### src/rau_pkg.sv
package rau_pkg;

    // action codes
    localparam logic [2:0] ACT_NORM = 3'd0;
    localparam logic [2:0] ACT_ADD  = 3'd1;
    localparam logic [2:0] ACT_SUB  = 3'd2;
    localparam logic [2:0] ACT_MUL  = 3'd3;
    localparam logic [2:0] ACT_DIV  = 3'd4;
    localparam logic [2:0] ACT_CMP  = 3'd5;

    // status codes
    localparam logic [1:0] ST_OK       = 2'd0;
    localparam logic [1:0] ST_ZERO_DEN = 2'd1;
    localparam logic [1:0] ST_OVERFLOW = 2'd2;

    // compare codes
    localparam logic [1:0] ORD_LESS    = 2'd0;
    localparam logic [1:0] ORD_EQUAL   = 2'd1;
    localparam logic [1:0] ORD_GREATER = 2'd2;

    typedef struct packed {
        logic [2:0]         action;
        logic signed [31:0] a_num;
        logic signed [31:0] a_den;
        logic signed [31:0] b_num;
        logic [30:0]        b_den;
    } t_rau_in;

    typedef struct packed {
        logic signed [31:0] res_num;
        logic [30:0]        res_den;
        logic [1:0]         order;
        logic [1:0]         status;
    } t_rau_out;

    // magnitude of a two's complement word, the most negative value included
    function automatic logic [31:0] mag32(input logic [31:0] x);
        return x[31] ? (~x + 32'd1) : x;
    endfunction

endpackage

### src/rau_stream_if.sv
interface rau_stream_if #(parameter type T = logic);
    logic valid;
    logic ready;
    T     data;

    modport source (output valid, output data, input ready);
    modport sink   (input valid, input data, output ready);
endinterface

### src/rational_arithmetic_unit.sv
// Exact arithmetic on signed fractions: normalize, add, subtract, multiply,
// divide and compare, with the result reduced by its greatest common divisor
// and the sign carried in the numerator. One transaction is worked at a time.
// The three 32x32 products come from a bit-serial shift-add multiplier
// (skipped when normalizing), a binary GCD removes one bit per step, and
// two restoring divisions of 64-bit magnitudes by the GCD follow; rejected
// or undefined actions go straight to the output. The input is taken again
// as soon as the result moves into the output register, which holds it
// until the sink takes it.
module rational_arithmetic_unit #(
    parameter int WIDTH = 32
) (
    input  logic          i_clk,
    input  logic          i_rst_n,
    rau_stream_if.sink    i_in,
    rau_stream_if.source  o_out
);
    import rau_pkg::*;

    localparam logic [2:0] S_IDLE = 3'd0;
    localparam logic [2:0] S_MLD  = 3'd1;
    localparam logic [2:0] S_MUL  = 3'd2;
    localparam logic [2:0] S_COMB = 3'd3;
    localparam logic [2:0] S_GCD  = 3'd4;
    localparam logic [2:0] S_DIV  = 3'd5;
    localparam logic [2:0] S_CHK  = 3'd6;
    localparam logic [2:0] S_OUT  = 3'd7;

    localparam logic [63:0] LIM = 64'd1 << (WIDTH - 1);

    logic [2:0]  r_state;
    logic [2:0]  r_act;
    logic [31:0] r_an, r_ad, r_bn;
    logic [30:0] r_bd;
    logic [1:0]  r_k;
    logic [5:0]  r_cnt;
    logic [63:0] r_mcand, r_acc;
    logic [31:0] r_mplier;
    logic        r_msg;
    logic [63:0] r_p0, r_p1, r_p2;
    logic [2:0]  r_sg;
    logic        r_neg;
    logic [63:0] r_nm, r_dm, r_x, r_y, r_g, r_q;
    logic [64:0] r_r;
    logic [5:0]  r_sh;
    logic        r_dsel;
    t_rau_out    r_res;
    logic        r_ovalid;
    t_rau_out    r_odata;

    logic [31:0] w_opa, w_opb;
    logic        w_osg;
    logic [63:0] w_acc_next;
    logic [65:0] w_v0, w_v1, w_v2, w_n, w_d, w_nabs, w_dabs;
    logic [64:0] w_rt, w_rsub;
    logic        w_ge;
    logic [63:0] w_qn;
    logic        w_ovf;
    logic [63:0] w_resn;

    assign i_in.ready  = (r_state == S_IDLE);
    assign o_out.valid = r_ovalid;
    assign o_out.data  = r_odata;

    // multiplier operand selection for the current product
    always_comb begin
        unique case (r_k)
            2'd0: begin
                w_opa = mag32(r_an);
                w_opb = (r_act == ACT_MUL) ? mag32(r_bn) : {1'b0, r_bd};
                w_osg = r_an[31] ^ ((r_act == ACT_MUL) & r_bn[31]);
            end
            2'd1: begin
                w_opa = mag32(r_bn);
                w_opb = mag32(r_ad);
                w_osg = r_bn[31] ^ r_ad[31];
            end
            default: begin
                w_opa = mag32(r_ad);
                w_opb = (r_act == ACT_DIV) ? mag32(r_bn) : {1'b0, r_bd};
                w_osg = r_ad[31] ^ ((r_act == ACT_DIV) & r_bn[31]);
            end
        endcase
    end

    assign w_acc_next = r_acc + (r_mplier[0] ? r_mcand : 64'd0);

    // signed numerator and denominator from the products
    assign w_v0 = r_sg[0] ? (66'd0 - {2'b00, r_p0}) : {2'b00, r_p0};
    assign w_v1 = r_sg[1] ? (66'd0 - {2'b00, r_p1}) : {2'b00, r_p1};
    assign w_v2 = r_sg[2] ? (66'd0 - {2'b00, r_p2}) : {2'b00, r_p2};

    always_comb begin
        priority if (r_act == ACT_NORM) begin
            w_n = {{34{r_an[31]}}, r_an};
            w_d = {{34{r_ad[31]}}, r_ad};
        end else if (r_act == ACT_ADD) begin
            w_n = w_v0 + w_v1;
            w_d = w_v2;
        end else if (r_act == ACT_SUB || r_act == ACT_CMP) begin
            w_n = w_v0 - w_v1;
            w_d = w_v2;
        end else begin
            w_n = w_v0;
            w_d = w_v2;
        end
    end

    assign w_nabs = w_n[65] ? (66'd0 - w_n) : w_n;
    assign w_dabs = w_d[65] ? (66'd0 - w_d) : w_d;

    // restoring division step
    assign w_rt   = {r_r[63:0], r_q[63]};
    assign w_ge   = (w_rt >= {1'b0, r_g});
    assign w_rsub = w_rt - {1'b0, r_g};
    assign w_qn   = {r_q[62:0], w_ge};

    // range check of the reduced result
    assign w_ovf  = (r_dm > LIM - 64'd1) || (r_neg ? (r_nm > LIM) : (r_nm > LIM - 64'd1));
    assign w_resn = r_neg ? (64'd0 - r_nm) : r_nm;

    // sequencer and datapath
    always_ff @(posedge i_clk) begin
        if (o_out.ready) begin
            r_ovalid <= 1'b0;
        end
        unique case (r_state)
            S_IDLE: begin
                if (i_in.valid) begin
                    r_act <= i_in.data.action;
                    r_an  <= i_in.data.a_num;
                    r_ad  <= i_in.data.a_den;
                    r_bn  <= i_in.data.b_num;
                    r_bd  <= i_in.data.b_den;
                    r_k   <= 2'd0;
                    r_res <= '0;
                    priority if (i_in.data.action > ACT_CMP) begin
                        r_state <= S_OUT;
                    end else if (i_in.data.a_den == 32'd0 ||
                                 (i_in.data.action != ACT_NORM && i_in.data.b_den == 31'd0)) begin
                        r_res.status <= ST_ZERO_DEN;
                        r_state      <= S_OUT;
                    end else if (i_in.data.action == ACT_NORM) begin
                        r_state <= S_COMB;
                    end else begin
                        r_state <= S_MLD;
                    end
                end
            end
            S_MLD: begin
                r_mcand  <= {32'd0, w_opa};
                r_mplier <= w_opb;
                r_msg    <= w_osg;
                r_acc    <= '0;
                r_cnt    <= '0;
                r_state  <= S_MUL;
            end
            S_MUL: begin
                r_acc    <= w_acc_next;
                r_mcand  <= {r_mcand[62:0], 1'b0};
                r_mplier <= {1'b0, r_mplier[31:1]};
                r_cnt    <= r_cnt + 6'd1;
                if (r_cnt == 6'd31) begin
                    unique case (r_k)
                        2'd0:    r_p0 <= w_acc_next;
                        2'd1:    r_p1 <= w_acc_next;
                        default: r_p2 <= w_acc_next;
                    endcase
                    r_sg[r_k] <= r_msg;
                    if (r_k == 2'd2) begin
                        r_state <= S_COMB;
                    end else begin
                        r_k     <= r_k + 2'd1;
                        r_state <= S_MLD;
                    end
                end
            end
            S_COMB: begin
                priority if (r_act == ACT_CMP) begin
                    if (w_n == 66'd0) begin
                        r_res.order <= ORD_EQUAL;
                    end else if (w_n[65] ^ w_d[65]) begin
                        r_res.order <= ORD_LESS;
                    end else begin
                        r_res.order <= ORD_GREATER;
                    end
                    r_state <= S_OUT;
                end else if (w_d == 66'd0) begin
                    r_res.status <= ST_ZERO_DEN;
                    r_state      <= S_OUT;
                end else begin
                    r_neg   <= (w_n[65] ^ w_d[65]) && (w_n != 66'd0);
                    r_nm    <= w_nabs[63:0];
                    r_dm    <= w_dabs[63:0];
                    r_x     <= w_nabs[63:0];
                    r_y     <= w_dabs[63:0];
                    r_sh    <= '0;
                    r_state <= S_GCD;
                end
            end
            S_GCD: begin
                priority if (r_x == 64'd0 || r_y == 64'd0) begin
                    r_g     <= ((r_x == 64'd0) ? r_y : r_x) << r_sh;
                    r_q     <= r_nm;
                    r_r     <= '0;
                    r_cnt   <= '0;
                    r_dsel  <= 1'b0;
                    r_state <= S_DIV;
                end else if (!r_x[0] && !r_y[0]) begin
                    r_x  <= r_x >> 1;
                    r_y  <= r_y >> 1;
                    r_sh <= r_sh + 6'd1;
                end else if (!r_x[0]) begin
                    r_x <= r_x >> 1;
                end else if (!r_y[0]) begin
                    r_y <= r_y >> 1;
                end else if (r_x >= r_y) begin
                    r_x <= (r_x - r_y) >> 1;
                end else begin
                    r_y <= (r_y - r_x) >> 1;
                end
            end
            S_DIV: begin
                r_r   <= w_ge ? w_rsub : w_rt;
                r_q   <= w_qn;
                r_cnt <= r_cnt + 6'd1;
                if (r_cnt == 6'd63) begin
                    if (!r_dsel) begin
                        r_nm   <= w_qn;
                        r_q    <= r_dm;
                        r_r    <= '0;
                        r_dsel <= 1'b1;
                    end else begin
                        r_dm    <= w_qn;
                        r_state <= S_CHK;
                    end
                end
            end
            S_CHK: begin
                if (w_ovf) begin
                    r_res.status <= ST_OVERFLOW;
                end else begin
                    r_res.res_num <= w_resn[31:0];
                    r_res.res_den <= r_dm[30:0];
                end
                r_state <= S_OUT;
            end
            S_OUT: begin
                if (!r_ovalid || o_out.ready) begin
                    r_odata  <= r_res;
                    r_ovalid <= 1'b1;
                    r_state  <= S_IDLE;
                end
            end
            default: r_state <= S_IDLE;
        endcase
        if (!i_rst_n) begin
            r_state  <= S_IDLE;
            r_ovalid <= 1'b0;
        end
    end

endmodule

### src/flat_wrapper.sv
// flat-port wrapper written by rule: the top's interface ports become plain ports
module rational_arithmetic_unit_flat import rau_pkg::*;
#(
    parameter int WIDTH = 32
)
  (i_clk, i_rst_n, i_in_valid, i_in_data, i_in_ready, o_out_valid, o_out_data, o_out_ready);
  rau_stream_if #(.T(t_rau_in)) i_in_i ();
  rau_stream_if #(.T(t_rau_out)) o_out_i ();
  input  logic i_clk;
  input  logic i_rst_n;
  input wire logic [$bits(i_in_i.valid)-1:0] i_in_valid;
  input wire logic [$bits(i_in_i.data)-1:0] i_in_data;
  output wire logic [$bits(i_in_i.ready)-1:0] i_in_ready;
  output wire logic [$bits(o_out_i.valid)-1:0] o_out_valid;
  output wire logic [$bits(o_out_i.data)-1:0] o_out_data;
  input wire logic [$bits(o_out_i.ready)-1:0] o_out_ready;
  assign i_in_i.valid = i_in_valid;
  assign i_in_i.data = i_in_data;
  assign i_in_ready = i_in_i.ready;
  assign o_out_valid = o_out_i.valid;
  assign o_out_data = o_out_i.data;
  assign o_out_i.ready = o_out_ready;
  rational_arithmetic_unit #(.WIDTH(WIDTH)) u_core (.i_clk(i_clk), .i_rst_n(i_rst_n), .i_in(i_in_i), .o_out(o_out_i));
endmodule
### config.mk
export PLATFORM = sky130hd
export DESIGN_NAME = rational_arithmetic_unit_flat
export DESIGN_NICKNAME = d
export VERILOG_FILES = /design/src/rau_pkg.sv /design/src/rau_stream_if.sv /design/src/rational_arithmetic_unit.sv /design/src/flat_wrapper.sv
export SDC_FILE = /design/constraint.sdc
export NUM_CORES = 2
export LEC_CHECK = 0
export BUFFER_PORTS_ARGS = -buffer_cell sky130_fd_sc_hd__buf_2
export CAP_MARGIN = 20
export CORE_MARGIN = 2
export CORE_UTILIZATION = 30
export DETAILED_ROUTE_END_ITERATION = 10
export PLACE_DENSITY_LB_ADDON = 0.3
export SLEW_MARGIN = 40
export SYNTH_ARGS = -nofsm -noshare
export SYNTH_HDL_FRONTEND = slang
export SYNTH_SLANG_ARGS = --single-unit
### constraint.sdc
create_clock -name i_clk -period 7.9 [get_ports i_clk]
set_clock_uncertainty 0.2 [all_clocks]
set_input_delay 1.58 -clock i_clk [delete_from_list [all_inputs] [get_ports i_clk]]
set_output_delay 1.58 -clock i_clk [all_outputs]
set_load 0.01 [all_outputs]
==> impl_metrics.ini <==
[global_routing]
grt_first_pass_wirelength_um = 546000
largest_net_degree_at_the_start_of_global_routing = 153
globalRoute.totalOverflow = 0
first_global_vias = 76000
groute.usage.overall = 0.259
grt_antenna_before_repair = 31

[power]
power.leakage_uw = 0.0397
ir_drop_mv = 0.248
power.density_mw_per_mm2 = 334

[clocking]
cts.reportedPaths.clkPinSlew_ps = 60
tritoncts = yes
htree_num_levels = 4
clk_path_buf_depth = 4
numCtsBuffers = 145
root_buffer = clkbuf_16
clock_latency_ps = 850
number_of_sinks_on_the_clock_net = 1088
cts_hold_repair.buffers = 0

[sta]
worstMarginPinSlew_ps = 1050
final.period_utilization = 1.02
min_period_ps = 8020
final-hold-violation-count = 0
timing.slew.headroom = 0.298
maxClockFrequency_mhz = 125
setup_ws_post_layout_ps = -119
worst_hold_slack_ps = 216
final_max_slew_viol_count = 0
setup_repair_after_global_routing_missed_its_margin = true
setup_viol_count_final = 42

[detailed_routing]
drt-total-wl_um = 388000
postRouteAntennaNets = 0
wl_per_cell_um = 27.9
drt_iter0_drc = 8925
routed-via-count = 80000
vias_per_std_cell = 5.77
detailedRoute.firstPassIterationCount = 6
drc_errors = 0

[die]
die_area_mm2 = 0.286
io_pins = 203
die-height_um = 535
die-width_um = 535
rows = 194
floorplan.initialDensity = 0.302
core-area_mm2 = 0.280

[synth]
post_synth_fa_ha_maj_area_fraction = 0.0605
syn-cell-area_mm2 = 0.0845
ys_seq_elements = 1088
yosysSeqAreaShare = 0.386
synth.area.mux_share = 0.0536
syn-num-nets = 9853
ys_dominant_reg_cell = edfxtp_1
asyncSetResetFlopFracSynth = 0
synth_top_family_by_area = compound AO/OA/AOI/OAI gates
synth-xor-area-share = 0.0718
syn-mean-instance-area_um2 = 9.08
synth_enable_flop_cells = 1084
warning_count_from_the_yosys_run = 0
yosys_cell_types = 99
synth-compound-area-share = 0.209
syn_inst = 9314
yosys.area_share.simple = 0.175

[setup_path]
cp_arrival_ps = 8390
critPathCaptureType = flip-flop
worstPathRequired_ps = 8280
critical_path.max_fanout = 7
start_kind = flip-flop
worst_path_max_delay_cell = or4_4
cp_top_delay_family = simple AND/OR/NAND/NOR gates
worstSetupPathType = reg -> reg
worstPathBufferInverterCount = 9
critical-path-max-stage-delay_ps = 570

[finish]
multiInputGateArea_mm2 = 0.0502
sequential_cell_area_mm2 = 0.0326
post_route_cells_drive_above_1_share = 0.176
flow.area_growth_from_synthesis_pct = 21.0
number_of_inserted_filler_cells_in_the_final_layout = 28300
layout.cells.non_filler = 13900
layout.nets = 10600

[status]
failed_checks = setup timing
run_status = finished with violations

[run]
max_cap_viol_count = 0

[placement]
finalWeightedCongestion = 1.02
detailed_place_hpwl_um = 307000
number_of_cells_after_detailed_placement = 13600
place.port_buffers = 202

[worst_hold_path]
worst_hold_path_type = reg -> reg
metrics by stage:
step	instance area, um^2	setup TNS (ps)	setup slack (ps)	utilization	total power (uW)
CTS	101000	-292	-72.9	0.360	33600
finish	102000	-1740	-119	0.366	34200
global route	102000	-24450	-324	0.366	35600
global placement	95300	-81480	-973	0.340	26500
floorplan	84600	0	30.7	-	19800
detailed placement	95600	-74920	-844	0.342	26700
final timing paths:
kind                                          end                      startpoint  depth (start not counted)  slack, ps
setup / recovery         u_core.r_x[36]$_DFFE_PP_        u_core.r_p1[8]$_DFFE_PP_                         34       -120
hold / removal    u_core.o_out.data[61]$_DFFE_PP_  u_core.r_res[61]$_SDFFCE_PN0P_                          0        220
hold reg to reg   u_core.o_out.data[61]$_DFFE_PP_  u_core.r_res[61]$_SDFFCE_PN0P_                          0        220
setup reg to reg         u_core.r_x[36]$_DFFE_PP_        u_core.r_p1[8]$_DFFE_PP_                         34       -120
synthesized netlist by cell type, types with 142 or more instances:
cell type,instances,area [um^2]
edfxtp_1,1084,32600
a21oi_1,787,3940
nor2_1,773,2900
nand2_1,720,2700
o21ai_0,539,2700
clkbuf_1,497,1870
xnor2_1,442,3870
mux2i_1,410,4100
inv_1,405,1520
ha_1,399,4990
xor2_1,251,2200
and2_1,221,1380
a21o_1,216,1620
nor3_1,191,956
nand3_1,178,891
a211oi_1,144,1080
nor4_1,142,888
area by class of cell:
cell class	instances	area share
multi-input combinational	7250	0.491
inverter	413	0.0153
clock buffer	166	0.0371
clock inverter	87	0.00847
timing repair buffer	1149	0.0837
sequential	1088	0.319
tap	3724	0.0455
antenna	8	0.000196
where the power goes:
part / total, uW / switching, uW / internal, uW / leakage (uW)
Combinational: 17300 / 11500 / 5800 / 0.0274
Sequential: 10200 / 1360 / 8820 / 0.0100
Clock: 6690 / 2770 / 3910 / 0.00227
Total: 34200 / 15700 / 18500 / 0.0397
layer usage:
| metal | up-vias | part of all wire | track usage |
|---|---|---|---|
| met1 | 39500 | 0.42 | 0.339 |
| met2 | 3518 | 0.45 | 0.412 |
| li1 | 36300 | - | - |
| met4 | 14 | 0.057 | 0.131 |
| met5 | - | 0.00025 | 0 |
| met3 | 771 | 0.076 | 0.0425 |
layout by cell type, fill, tap and decap left out, types with 52 or more instances in the layout:
cell type,Yosys,final
edfxtp_1,1084,1084
o21bai_1,79,77
o211ai_1,52,52
nor3_1,191,182
o21ai_0,539,497
a31oi_1,129,123
a21oi_1,787,765
ha_1,399,386
buf_4,0,897
nand2_1,720,702
or4_1,68,60
buf_2,4,202
nor4_1,142,131
nand4_1,118,118
o21a_1,73,73
a21o_1,216,215
clkbuf_16,0,150
and3_1,89,85
nand3_1,178,172
o31ai_1,138,129
a221oi_1,73,71
or3_1,113,107
o41ai_1,70,61
inv_1,405,399
a211oi_1,144,131
mux2i_1,410,408
xor2_1,251,233
and2_1,221,217
nand2b_1,88,84
nor2_1,773,751
nor2b_1,103,98
xnor2_1,442,407
what timing repair did:
item                       CTS  global route
cloned                       2             1
buffers inserted             7            26
resized for setup           89           253
setup endpoints to repair  129           127
pin swaps                   13           102
cells by family after synthesis:
kind of cell / Yosys count
adder cells (fa/ha/maj): 405
AND/OR/NAND/NOR: 2978
AO/OA/AOI/OAI: 2728
multiplexers: 446
flip-flops: 1088
XOR/XNOR: 693
buffers and inverters: 976
No activity file was read; power rests on OpenSTA's default activity.
